### src/design/mtcv_pkg.sv
// Shared types, constants and the pitch table for the MIDI to CV voice allocator.
// No dependencies.
`timescale 1ns / 1ps

package mtcv_pkg;

  localparam int unsigned VOICE_COUNT      = 4;
  localparam int unsigned PITCH_TABLE_SIZE = 49;
  localparam int unsigned QUEUE_DEPTH      = 4;

  localparam logic [7:0] NOTE_BASE       = 8'd60;
  localparam logic [7:0] EV_NOTE_ON      = 8'h09;
  localparam logic [7:0] EV_NOTE_OFF     = 8'h08;
  localparam logic [3:0] POLY_CHANNEL    = 4'd4;
  localparam logic [2:0] VEL_SHIFT_RESET = 3'd1;

  typedef struct packed {
    logic       write_valid;
    logic [1:0] dac_chip;
    logic       dac_side;
    logic [7:0] dac_value;
    logic [3:0] gate_levels;
    logic       poly_mode;
    logic       last;
  } result_t;

  function automatic logic [7:0] pitch_rom(input logic [6:0] idx);
    logic [7:0] val;
    unique case (idx)
      7'd0:  val = 8'd0;    7'd1:  val = 8'd4;    7'd2:  val = 8'd9;
      7'd3:  val = 8'd13;   7'd4:  val = 8'd17;   7'd5:  val = 8'd21;
      7'd6:  val = 8'd26;   7'd7:  val = 8'd30;   7'd8:  val = 8'd34;
      7'd9:  val = 8'd38;   7'd10: val = 8'd43;   7'd11: val = 8'd47;
      7'd12: val = 8'd51;   7'd13: val = 8'd55;   7'd14: val = 8'd60;
      7'd15: val = 8'd64;   7'd16: val = 8'd68;   7'd17: val = 8'd73;
      7'd18: val = 8'd77;   7'd19: val = 8'd81;   7'd20: val = 8'd85;
      7'd21: val = 8'd90;   7'd22: val = 8'd94;   7'd23: val = 8'd98;
      7'd24: val = 8'd102;  7'd25: val = 8'd107;  7'd26: val = 8'd111;
      7'd27: val = 8'd115;  7'd28: val = 8'd119;  7'd29: val = 8'd124;
      7'd30: val = 8'd128;  7'd31: val = 8'd132;  7'd32: val = 8'd137;
      7'd33: val = 8'd141;  7'd34: val = 8'd145;  7'd35: val = 8'd149;
      7'd36: val = 8'd154;  7'd37: val = 8'd158;  7'd38: val = 8'd162;
      7'd39: val = 8'd166;  7'd40: val = 8'd171;  7'd41: val = 8'd175;
      7'd42: val = 8'd179;  7'd43: val = 8'd183;  7'd44: val = 8'd188;
      7'd45: val = 8'd192;  7'd46: val = 8'd196;  7'd47: val = 8'd201;
      7'd48: val = 8'd205;
      default: val = 8'd0;
    endcase
    return val;
  endfunction

endpackage

### src/design/mtcv_if.sv
// Valid/ready channel interfaces for MIDI event packets and DAC write results.
// Depends on nothing.
`timescale 1ns / 1ps

interface mtcv_event_if;
  logic       valid;
  logic       ready;
  logic [7:0] event_code;
  logic [7:0] status_byte;
  logic [7:0] note_number;
  logic [7:0] velocity;

  modport source (output valid, event_code, status_byte, note_number, velocity,
                  input ready);
  modport sink   (input valid, event_code, status_byte, note_number, velocity,
                  output ready);
endinterface

interface mtcv_result_if;
  logic       valid;
  logic       ready;
  logic       write_valid;
  logic [1:0] dac_chip;
  logic       dac_side;
  logic [7:0] dac_value;
  logic [3:0] gate_levels;
  logic       poly_mode;
  logic       last;

  modport source (output valid, write_valid, dac_chip, dac_side, dac_value, gate_levels,
                  poly_mode, last, input ready);
  modport sink   (input valid, write_valid, dac_chip, dac_side, dac_value, gate_levels,
                  poly_mode, last, output ready);
endinterface

### src/design/mtcv_result_queue.sv
// Result queue: takes one or two results per cycle, hands out one per transfer.
// Depends on mtcv_pkg and mtcv_result_if.
`timescale 1ns / 1ps

module mtcv_result_queue (
  input  logic              clk_i,
  input  logic              rst_ni,
  input  logic              push_i,
  input  logic              push_two_i,
  input  mtcv_pkg::result_t entry0_i,
  input  mtcv_pkg::result_t entry1_i,
  output logic              space_o,
  mtcv_result_if.source     res_o
);

  localparam int unsigned CntW = $clog2(mtcv_pkg::QUEUE_DEPTH + 1);

  mtcv_pkg::result_t entry_q [mtcv_pkg::QUEUE_DEPTH];
  mtcv_pkg::result_t entry_d [mtcv_pkg::QUEUE_DEPTH];
  mtcv_pkg::result_t shifted [mtcv_pkg::QUEUE_DEPTH];
  logic [CntW-1:0]   count_q, count_d, base;
  logic              pop;

  assign pop     = res_o.valid && res_o.ready;
  assign space_o = count_q <= CntW'(mtcv_pkg::QUEUE_DEPTH - 2);
  assign base    = count_q - CntW'(pop);

  always_comb begin
    for (int i = 0; i < mtcv_pkg::QUEUE_DEPTH - 1; i++) begin
      shifted[i] = pop ? entry_q[i + 1] : entry_q[i];
    end
    shifted[mtcv_pkg::QUEUE_DEPTH - 1] = entry_q[mtcv_pkg::QUEUE_DEPTH - 1];
    for (int i = 0; i < mtcv_pkg::QUEUE_DEPTH; i++) begin
      entry_d[i] = shifted[i];
      if (push_i && base == CntW'(i)) begin
        entry_d[i] = entry0_i;
      end
      if (push_i && push_two_i && (base + CntW'(1)) == CntW'(i)) begin
        entry_d[i] = entry1_i;
      end
    end
    count_d = count_q - CntW'(pop) + CntW'(push_i) + CntW'(push_i && push_two_i);
  end

  always_ff @(posedge clk_i or negedge rst_ni) begin
    if (!rst_ni) begin
      count_q <= '0;
    end else begin
      count_q <= count_d;
    end
  end

  always_ff @(posedge clk_i) begin
    entry_q <= entry_d;
  end

  assign res_o.valid       = count_q != '0;
  assign res_o.write_valid = entry_q[0].write_valid;
  assign res_o.dac_chip    = entry_q[0].dac_chip;
  assign res_o.dac_side    = entry_q[0].dac_side;
  assign res_o.dac_value   = entry_q[0].dac_value;
  assign res_o.gate_levels = entry_q[0].gate_levels;
  assign res_o.poly_mode   = entry_q[0].poly_mode;
  assign res_o.last        = entry_q[0].last;

endmodule

### src/design/midi_to_cv_voice_allocator.sv
// Four-voice MIDI to CV voice allocator, top level.
// Depends on mtcv_pkg, mtcv_if and mtcv_result_queue.
`timescale 1ns / 1ps

// Usage:
//   evt_i carries one USB-MIDI event packet per transfer; res_o carries DAC
//   writes and gate/mode status, one result per transfer, with last set on the
//   final result of each packet. A note-on that is played gives a pitch write
//   (when the note is in the table) and a velocity write; any other packet
//   gives one result with write_valid low.
//   cfg_we_i/cfg_wdata_i load velocity_shift; write it while the block is idle.
//   Voice state updates in the cycle a packet transfers; its results are
//   registered in the result queue before they appear on res_o.
//   A packet can transfer every cycle while the four-entry result queue has
//   room for two results; sustained rate is one result per cycle at the
//   output while the receiver is ready, so a note-on gives two results there.
//   When the receiver stalls, results hold in the queue and evt_i.ready drops
//   once fewer than two entries are free.
//   Reset: four-channel mode, all voices free, gates low, velocity_shift 1.
module midi_to_cv_voice_allocator #(
  parameter int unsigned PITCH_TABLE_SIZE = mtcv_pkg::PITCH_TABLE_SIZE
) (
  input  logic          clk_i,
  input  logic          rst_ni,
  input  logic          cfg_we_i,
  input  logic [2:0]    cfg_wdata_i,
  mtcv_event_if.sink    evt_i,
  mtcv_result_if.source res_o
);

  localparam int unsigned VoiceW = $clog2(mtcv_pkg::VOICE_COUNT);

  logic [2:0]                      vel_shift_q;
  logic                            mode_q, mode_d;
  logic [mtcv_pkg::VOICE_COUNT-1:0] busy_q, busy_d, gate_q, gate_d;
  logic [7:0]                      note_q [mtcv_pkg::VOICE_COUNT];

  logic              accept, space;
  logic [3:0]        ch;
  logic [7:0]        idx, vel_val, pitch_val;
  logic              is_on, is_off, in_range;
  logic              free_found, match_found, play, note_we;
  logic [VoiceW-1:0] free_v, match_v, play_v;
  mtcv_pkg::result_t res0, res1, pitch_res, vel_res;
  logic              push_two;

  assign accept   = evt_i.valid && evt_i.ready;
  assign evt_i.ready = space;
  assign ch       = evt_i.status_byte[3:0];
  assign idx      = evt_i.note_number - mtcv_pkg::NOTE_BASE;
  assign is_on    = evt_i.event_code == mtcv_pkg::EV_NOTE_ON;
  assign is_off   = evt_i.event_code == mtcv_pkg::EV_NOTE_OFF;
  assign in_range = {1'b0, idx} < 9'(PITCH_TABLE_SIZE);
  assign vel_val  = evt_i.velocity << vel_shift_q;
  assign pitch_val = mtcv_pkg::pitch_rom(idx[6:0]);

  always_comb begin
    free_found  = 1'b0;
    free_v      = '0;
    match_found = 1'b0;
    match_v     = '0;
    for (int i = mtcv_pkg::VOICE_COUNT - 1; i >= 0; i--) begin
      if (!busy_q[i]) begin
        free_found = 1'b1;
        free_v     = VoiceW'(i);
      end
      if (busy_q[i] && note_q[i] == idx) begin
        match_found = 1'b1;
        match_v     = VoiceW'(i);
      end
    end
  end

  always_comb begin
    mode_d  = mode_q;
    busy_d  = busy_q;
    gate_d  = gate_q;
    play    = 1'b0;
    play_v  = '0;
    note_we = 1'b0;
    if (!mode_q) begin
      if (ch == mtcv_pkg::POLY_CHANNEL) begin
        mode_d = 1'b1;
      end else if (ch < mtcv_pkg::POLY_CHANNEL) begin
        if (is_on) begin
          play   = 1'b1;
          play_v = ch[VoiceW-1:0];
        end else if (is_off) begin
          gate_d[ch[VoiceW-1:0]] = 1'b0;
        end
      end
    end else begin
      if (ch < mtcv_pkg::POLY_CHANNEL) begin
        busy_d = '0;
        gate_d = '0;
        mode_d = 1'b0;
      end else if (ch == mtcv_pkg::POLY_CHANNEL) begin
        if (is_on && free_found) begin
          play           = 1'b1;
          play_v         = free_v;
          note_we        = 1'b1;
          busy_d[free_v] = 1'b1;
        end else if (is_off && match_found) begin
          busy_d[match_v] = 1'b0;
          gate_d[match_v] = 1'b0;
        end
      end
    end
    if (play) begin
      gate_d[play_v] = 1'b1;
    end
  end

  always_comb begin
    pitch_res             = '0;
    pitch_res.write_valid = 1'b1;
    pitch_res.dac_chip    = {1'b0, play_v[1]};
    pitch_res.dac_side    = play_v[0];
    pitch_res.dac_value   = pitch_val;
    pitch_res.gate_levels = gate_q;
    pitch_res.poly_mode   = mode_q;

    vel_res             = '0;
    vel_res.write_valid = 1'b1;
    vel_res.dac_chip    = {1'b1, play_v[1]};
    vel_res.dac_side    = play_v[0];
    vel_res.dac_value   = vel_val;
    vel_res.gate_levels = gate_d;
    vel_res.poly_mode   = mode_d;
    vel_res.last        = 1'b1;

    res1     = vel_res;
    push_two = 1'b0;
    if (play && in_range) begin
      res0     = pitch_res;
      push_two = 1'b1;
    end else if (play) begin
      res0 = vel_res;
    end else begin
      res0             = '0;
      res0.gate_levels = gate_d;
      res0.poly_mode   = mode_d;
      res0.last        = 1'b1;
    end
  end

  always_ff @(posedge clk_i or negedge rst_ni) begin
    if (!rst_ni) begin
      vel_shift_q <= mtcv_pkg::VEL_SHIFT_RESET;
      mode_q      <= 1'b0;
      busy_q      <= '0;
      gate_q      <= '0;
    end else begin
      if (cfg_we_i) begin
        vel_shift_q <= cfg_wdata_i;
      end
      if (accept) begin
        mode_q <= mode_d;
        busy_q <= busy_d;
        gate_q <= gate_d;
      end
    end
  end

  always_ff @(posedge clk_i) begin
    if (accept && note_we) begin
      note_q[play_v] <= idx;
    end
  end

  mtcv_result_queue u_queue (
    .clk_i      (clk_i),
    .rst_ni     (rst_ni),
    .push_i     (accept),
    .push_two_i (push_two),
    .entry0_i   (res0),
    .entry1_i   (res1),
    .space_o    (space),
    .res_o      (res_o)
  );

endmodule

### src/flat_wrapper.sv
// flat-port wrapper written by rule: the top's interface ports become plain ports
module midi_to_cv_voice_allocator_flat 
#(
  parameter int unsigned PITCH_TABLE_SIZE = mtcv_pkg::PITCH_TABLE_SIZE
)
  (clk_i, rst_ni, cfg_we_i, cfg_wdata_i, evt_i_valid, evt_i_event_code, evt_i_status_byte, evt_i_note_number, evt_i_velocity, evt_i_ready, res_o_valid, res_o_write_valid, res_o_dac_chip, res_o_dac_side, res_o_dac_value, res_o_gate_levels, res_o_poly_mode, res_o_last, res_o_ready);
  mtcv_event_if evt_i_i ();
  mtcv_result_if res_o_i ();
  input  logic clk_i;
  input  logic rst_ni;
  input  logic cfg_we_i;
  input  logic [2:0] cfg_wdata_i;
  input wire logic [$bits(evt_i_i.valid)-1:0] evt_i_valid;
  input wire logic [$bits(evt_i_i.event_code)-1:0] evt_i_event_code;
  input wire logic [$bits(evt_i_i.status_byte)-1:0] evt_i_status_byte;
  input wire logic [$bits(evt_i_i.note_number)-1:0] evt_i_note_number;
  input wire logic [$bits(evt_i_i.velocity)-1:0] evt_i_velocity;
  output wire logic [$bits(evt_i_i.ready)-1:0] evt_i_ready;
  output wire logic [$bits(res_o_i.valid)-1:0] res_o_valid;
  output wire logic [$bits(res_o_i.write_valid)-1:0] res_o_write_valid;
  output wire logic [$bits(res_o_i.dac_chip)-1:0] res_o_dac_chip;
  output wire logic [$bits(res_o_i.dac_side)-1:0] res_o_dac_side;
  output wire logic [$bits(res_o_i.dac_value)-1:0] res_o_dac_value;
  output wire logic [$bits(res_o_i.gate_levels)-1:0] res_o_gate_levels;
  output wire logic [$bits(res_o_i.poly_mode)-1:0] res_o_poly_mode;
  output wire logic [$bits(res_o_i.last)-1:0] res_o_last;
  input wire logic [$bits(res_o_i.ready)-1:0] res_o_ready;
  assign evt_i_i.valid = evt_i_valid;
  assign evt_i_i.event_code = evt_i_event_code;
  assign evt_i_i.status_byte = evt_i_status_byte;
  assign evt_i_i.note_number = evt_i_note_number;
  assign evt_i_i.velocity = evt_i_velocity;
  assign evt_i_ready = evt_i_i.ready;
  assign res_o_valid = res_o_i.valid;
  assign res_o_write_valid = res_o_i.write_valid;
  assign res_o_dac_chip = res_o_i.dac_chip;
  assign res_o_dac_side = res_o_i.dac_side;
  assign res_o_dac_value = res_o_i.dac_value;
  assign res_o_gate_levels = res_o_i.gate_levels;
  assign res_o_poly_mode = res_o_i.poly_mode;
  assign res_o_last = res_o_i.last;
  assign res_o_i.ready = res_o_ready;
  midi_to_cv_voice_allocator #(.PITCH_TABLE_SIZE(PITCH_TABLE_SIZE)) u_core (.clk_i(clk_i), .rst_ni(rst_ni), .cfg_we_i(cfg_we_i), .cfg_wdata_i(cfg_wdata_i), .evt_i(evt_i_i), .res_o(res_o_i));
endmodule
### config.mk
export PLATFORM = sky130hd
export DESIGN_NAME = midi_to_cv_voice_allocator_flat
export DESIGN_NICKNAME = d
export VERILOG_FILES = /design/src/design/mtcv_pkg.sv /design/src/design/mtcv_if.sv /design/src/design/mtcv_result_queue.sv /design/src/design/midi_to_cv_voice_allocator.sv /design/src/flat_wrapper.sv
export SDC_FILE = /design/constraint.sdc
export NUM_CORES = 1
export LEC_CHECK = 0
export ABC_AREA = 0
export BUFFER_PORTS_ARGS = -buffer_cell sky130_fd_sc_hd__buf_2
export CAP_MARGIN = 10
export CORE_MARGIN = 2
export CORE_UTILIZATION = 38
export DETAILED_ROUTE_END_ITERATION = 12
export GPL_TIMING_DRIVEN = 1
export RECOVER_POWER = 25
export SYNTH_ARGS = -nofsm -noshare
export SYNTH_HDL_FRONTEND = slang
export SYNTH_SLANG_ARGS = --single-unit
### constraint.sdc
create_clock -name clk_i -period 3.8 [get_ports clk_i]
set_input_delay 0.19 -clock clk_i [delete_from_list [all_inputs] [get_ports clk_i]]
set_output_delay 0.19 -clock clk_i [all_outputs]
set_load 0.01 [all_outputs]
==> impl_metrics.toml, run 1 <==
[sta]
worst_slew_pin_slew_ps = 1090
layout_setup_ws_ps = 223
hold_viol = 0
max_freq_mhz = 280
period_share_pct = 94.1
slew_viol_final = 0
max_slew_margin_pct = 27.2
rsz0062_at_grt = "no"
fin_setup_tns_ps = 0
final.setup_skew_ps = 13.5
setup_violations = 0
post-route-min-period_ps = 3580

[synthesis]
synthCells = 738
postSynth.asyncResetShare_pct = 12.6
yosys.area.top_type_share_pct = 37.5
synth.area.top_cells = "edfxtp_1 (38%), dfrtp_1 (4.8%), nand2_1 (4.5%)"
ys.flop_type = "edfxtp_1"
ys_ff_latch = 119
synth.most_common_cell = "edfxtp_1"
netlist_area_sq_mm = 0.00736
postSynthAreaPerCell_sq_um = 9.98
synth_edf_count = 92
yosysSeqAreaShare_pct = 45.9
synth_nets = 790
netlist.top_cell.by_area = "edfxtp_1"
yosysWarnings = 0
ys_types = 88
ys_top_cells_by_count = "edfxtp_1 (92), nand2_1 (88), nor2_1 (68)"

[power_and_ir_drop]
swShare_pct = 31.3
p_int_mw = 3.33
p_leak_nw = 3.21
p_clk_share_pct = 34.8
p_seq_share_pct = 38.9
ir_drop_uv = 341
cellPowerDensity_mw_per_mm2 = 572
switchingPower_mw = 1.52
power_frac_comb_pct = 26.3

[placement]
dp_hpwl_um = 13500
place_inst = 1031
pre_cts_slack_ps = 254
io_buffers = 55
gp_congestion = 0.897

[cts]
cts.path.max_buffers = 2
post_cts_buffers = 0
cts_root_buf = "clkbuf_16"
cts.sinks = 119
cts_made_buffers = 17
clk_latency_ps = 430
clk_pin_slew_ps = 60
tritoncts = "yes"
htreeDepth = 4

[worst_setup_path]
max_stage_delay_ps = 440
crit_top_cell = "ha_1"
slowest_stage = "or4_1"
crit_path_max_fanout = 26
worst_setup_path_end_kind = "register"
critPathRequiredTime_ps = 3950
ff2ff_path_depth = 13
cp_data_arrival_time_ps = 3730
crit_start = "u_core.u_queue.count_q[2]"
startpoint_type = "register"
path_cells = "or3_1, nand2_1, clkinv_1, ha_1, ha_1, xor2_1, inv_1, ha_1, nand2_1, or4_1, buf_4, o21ai_0, a22oi_1"
r2r_slack_ps = 220
path_class = "reg2reg"
r2r-start = "u_core.u_queue.count_q[2]"

[route]
drt-total-wl_um = 18200
vias = 5732
antenna_left = 0
drc = 0
firstDrtPassIters = 5
routedWlPerCell_um = 17.1
drtIter0Drc = 524
via_per_inst = 5.37

[die]
rows = 50
die_w_um = 143
die_area_sq_mm = 0.0205
core_area_sq_mm = 0.0188
pin_count = 60
initial_utilization_pct = 39.1
fp.dieH_um = 143

[finish]
diodes = 0
area_delta_synth_final_pct = 15.3
drive_above_1_share_pct = 16.2
layout.cells.non_filler = 1067
final_nets = 846

[global_routing]
gr-total-overflow = 0
grt_pass1_wl_um = 29100
grt_usage_pct = 18.6
antenna_found_initial = 0
grt_max_degree = 27
grt_pass1_vias = 5392

[hold_path]
worstHoldStart = "cfg_we_i"
hold_depth = 2
hp-class = "in2reg"

[run_status]
status = "complete, no violations"

[run]
maxCapViolCount = 0
through the flow:
step / total power, mW / utilization (%) / hold slack [ps] / instance area (sq um)
floorplan: 2.86 / - / -106 / 7360
global placement: 3.18 / 42.1 / 159 / 7920
detailed placement: 3.20 / 42.1 / 160 / 7920
global route: 5.11 / 45.1 / 60.1 / 8490
finish: 4.85 / 45.1 / 59.3 / 8490
CTS: 4.90 / 45.5 / 43.8 / 8570
cell type report:
| class | count | area, sq um |
|---|---|---|
| multi-input combinational | 540 | 3550 |
| clock inverter | 13 | 178 |
| clock buffer | 19 | 433 |
| inverter | 24 | 95.1 |
| fill | 1779 | 10300 |
| timing repair buffer | 92 | 528 |
| tap | 260 | 325 |
| sequential | 119 | 3380 |
cell families after synthesis:
kind of cell	share of synthesized area, %
multiplexers	5.01
AND/OR/NAND/NOR	18.8
AO/OA/AOI/OAI	16.7
flip-flops	45.9
buffers and inverters	5.27
XOR/XNOR	6.10
adder cells (fa/ha/maj)	2.14
power by group through the flow:
stage               combinational (mW)  sequential, mW  clock (mW)
floorplan                        0.985            1.87           0
global placement                  1.28            1.90           0
detailed placement                1.29            1.91           0
CTS                               1.30            1.89        1.71
global route                      1.43            1.92        1.77
finish                            1.27            1.89        1.69
flip-flops by register name (all words and copies together), names as in the netlist:
name	cells
u_core.busy_q	4
u_core.gate_q	4
u_core.mode_q	1
u_core.note_q	32
u_core.u_queue.count_q	3
u_core.u_queue.entry_q	54
u_core.u_queue.res_o.dac_chip	2
u_core.u_queue.res_o.dac_side	1
u_core.u_queue.res_o.dac_value	8
u_core.u_queue.res_o.gate_levels	4
u_core.u_queue.res_o.last	1
u_core.u_queue.res_o.poly_mode	1
u_core.u_queue.res_o.write_valid	1
u_core.vel_shift_q	3
cells in the final DEF (no fill, tap or decap), types with 6 or more instances in the layout:
master and count:
edfxtp_1 92, nand2_1 88, nor2_1 67, o21ai_0 45, a21oi_1 34, buf_2 33
buf_4 31, nand3_1 30, clkbuf_1 26, xnor2_1 25, mux2i_1 23, inv_1 21
o22ai_1 18, clkbuf_16 17, dfrtp_1 14, nand2b_1 13, a31oi_1 12, dfxtp_1 12
nor3_1 11, ha_1 11, nor4_1 10, and3_1 9, xor2_1 9, o211ai_1 8
mux2_2 7, a211oi_1 6, or3_1 6, a22oi_1 6, o21ai_1 6
metal layers:
layer / track usage (%) / routed length [um] / vias to the layer above
li1: - / - / 2832
met1: 25.6 / 8690 / 2709
met2: 29.0 / 8360 / 161
met3: 3.66 / 840 / 30
met4: 6.98 / 343 / 0
met5: 0 / 0 / -
critical path, delay by kind of cell (launching register included):
family / cells / cell delay, ps
AO/OA/AOI/OAI: 2 / 330
XOR/XNOR: 1 / 260
adder cells (fa/ha/maj): 3 / 710
buffers and inverters: 3 / 490
flip-flops: 1 / 390
AND/OR/NAND/NOR: 4 / 1100
final timing paths:
kind                                         endpoint
max                        u_core.u_queue.entry_q[20]
max in group asynchronous            u_core.busy_q[3]
min reg2reg                u_core.u_queue.entry_q[16]
min in group asynchronous       u_core.vel_shift_q[2]
max reg2reg                u_core.u_queue.entry_q[20]
min                             u_core.vel_shift_q[1]
what timing repair did:
| item | in CTS | in global routing |
|---|---|---|
| resized for setup | 0 | 1 |
| hold buffers | 4 | 0 |
| endpoints found under the hold margin | 17 | 0 |
| endpoints found under the setup margin | 0 | 3 |
No activity file was read; power rests on OpenSTA's default activity.
==> run 2, diff against run 1 <==
--- a/config.mk
+++ b/config.mk
@@ -8,10 +8,14 @@
 export ABC_AREA = 0
 export BUFFER_PORTS_ARGS = -buffer_cell sky130_fd_sc_hd__buf_2
 export CAP_MARGIN = 10
+export CELL_PAD_IN_SITES_DETAIL_PLACEMENT = 1
+export CELL_PAD_IN_SITES_GLOBAL_PLACEMENT = 1
 export CORE_MARGIN = 2
 export CORE_UTILIZATION = 38
+export CTS_CLUSTER_DIAMETER = 40
 export DETAILED_ROUTE_END_ITERATION = 12
 export GPL_TIMING_DRIVEN = 1
+export PLACE_DENSITY_LB_ADDON = 0.1
 export RECOVER_POWER = 25
 export SYNTH_ARGS = -nofsm -noshare
 export SYNTH_HDL_FRONTEND = slang
==> run 2 against run 1 <==
Effect of this change:
- sequential share of layout area shrank 0.15 points
- flip-flop and latch count is the same
- clock skew shrank 6.0 ps
- global-route usage grew 3.9 points
- total power grew 1.6%
- cell count is essentially flat
- first-iteration DRC count shrank 18%
- worst hold slack lost 40 ps
- largest cell class unchanged
==> impl_metrics.toml, run 2 (synthesis gave the netlist of run 1 again) <==
[run_status]
status = "complete, no violations"

[finish]
diodes = 0
multiInputGateArea_sq_mm = 0.00358
final_nets = 847
final_cell_mix = "edfxtp_1 (92), nand2_1 (88), nor2_1 (68), o21ai_0 (45), buf_4 (35)"
seq_area_sq_mm = 0.00338
final_area_sq_mm = 0.00852
nFillCells = 2135
drive_above_1_share_pct = 17.2
final_common_cell = "edfxtp_1"
largest_reg_flops = 54
largest_register = "u_core.u_queue.entry_q"
area_delta_synth_final_pct = 15.8

[power_and_ir_drop]
cellPowerDensity_mw_per_mm2 = 579
ir_drop_uv = 351
p_leak_nw = 3.23

[sta]
rsz0062_at_grt = "no"
period_share_pct = 92.9
max_slew_margin_pct = 22.7
fin_setup_tns_ps = 0
layout_setup_ws_ps = 269
worst_slew_pin_slew_ps = 1160
setup_violations = 0
post-route-min-period_ps = 3530
final.setup_skew_ps = 7.54
max_freq_mhz = 283
hold_viol = 0
slew_viol_final = 0

[cts]
cts_root_buf = "clkbuf_16"
cts.path.max_buffers = 2
tritoncts = "yes"
cts_made_buffers = 17
htreeDepth = 4
clk_pin_slew_ps = 60
cts.sinks = 119
clk_latency_ps = 430

[run]
maxCapViolCount = 0

[placement]
pre_cts_slack_ps = 191
place_area_sq_mm = 0.00794
gp_congestion = 0.899
io_buffers = 55
dp_hpwl_um = 15900

[global_routing]
gr-total-overflow = 0
grt_usage_pct = 22.5
grt_pass1_wl_um = 35000
antenna_found_initial = 0
grt_pass1_vias = 6195
grt_max_degree = 27

[route]
drt-total-wl_um = 22000
drc = 0
vias = 6076
routedWlPerCell_um = 20.6
via_per_inst = 5.69
antenna_left = 0
drtIter0Drc = 428
firstDrtPassIters = 7

[die]
die_w_um = 143
initial_utilization_pct = 39.1
rows = 50
core_area_sq_mm = 0.0188
die_area_sq_mm = 0.0205
pin_count = 60
fp.dieH_um = 143

[worst_setup_path]
path_class = "reg2reg"
r2r-start = "u_core.u_queue.count_q[2]"
critPathRequiredTime_ps = 3960
crit_start = "u_core.u_queue.count_q[2]"
crit_path_max_fanout = 16
cp_data_arrival_time_ps = 3690
startpoint_type = "register"
worst_setup_path_end_kind = "register"

[hold_path]
hp-class = "in2reg"
worstHoldStart = "cfg_wdata_i[1]"
[run 2: report_power, final]
part | total (mW) | leakage [nW] | internal [mW] | switching, mW
registers | 1.89 | 1.16 | 1.76 | 0.129
logic | 1.35 | 1.78 | 0.493 | 0.855
clock network | 1.69 | 0.291 | 1.05 | 0.643
[run 2: layout make-up]
class	count	share of cell area (%)
multi-input combinational	540	42.0
sequential	119	39.7
timing repair buffer	93	6.34
clock buffer	18	5.15
tap	260	3.82
clock inverter	14	2.00
inverter	24	1.07
[run 2: per-layer routing]
metal	track usage [%]	up-vias	share of wire, %
met5	0	-	0
met4	7.40	0	2.1
met3	3.99	29	3.6
met2	36.8	157	49
met1	30.2	3053	46
li1	-	2837	-
[run 2: final timing paths]
| path | endpoint | slack [ps] | cells after the start |
|---|---|---|---|
| min reg2reg | u_core.u_queue.entry_q[17] | 460 | 2 |
| max in group asynchronous | u_core.vel_shift_q[2] | 2590 | 2 |
| max | u_core.u_queue.entry_q[8] | 270 | 15 |
| min | u_core.vel_shift_q[1] | 20 | 2 |
| max reg2reg | u_core.u_queue.entry_q[8] | 270 | 15 |
| min in group asynchronous | u_core.u_queue.count_q[0] | 520 | 2 |
[run 2: worst max-delay path: stages (launching register included)]
cell      delay [ps]
dfrtp_1          400
or3_1            390
nand2_1          110
clkinv_1          90
ha_1             180
ha_1             180
xor2_1           260
inv_1            130
ha_1             320
nand2_1           70
or3_1            470
inv_1            130
nand2_1           80
buf_4            230
nand3_1           90
o21ai_0          120
[run 2: timing repair]
| item | in CTS | in global routing |
|---|---|---|
| hold buffers | 3 | 0 |
| gates resized for setup | 0 | 1 |
| setup endpoints to repair | 0 | 4 |
| buffers inserted | 0 | 0 |
| hold endpoints to repair | 16 | 0 |
[run 2: metrics by stage]
step	std cells	total power, mW	hold WS [ps]	util [%]
floorplan	738	2.86	-106	-
global placement	1033	3.23	173	42.2
detailed placement	1033	3.29	179	42.2
CTS	1068	4.99	11.4	45.5
global route	1068	5.21	22.3	45.3
finish	1068	4.93	19.1	45.3
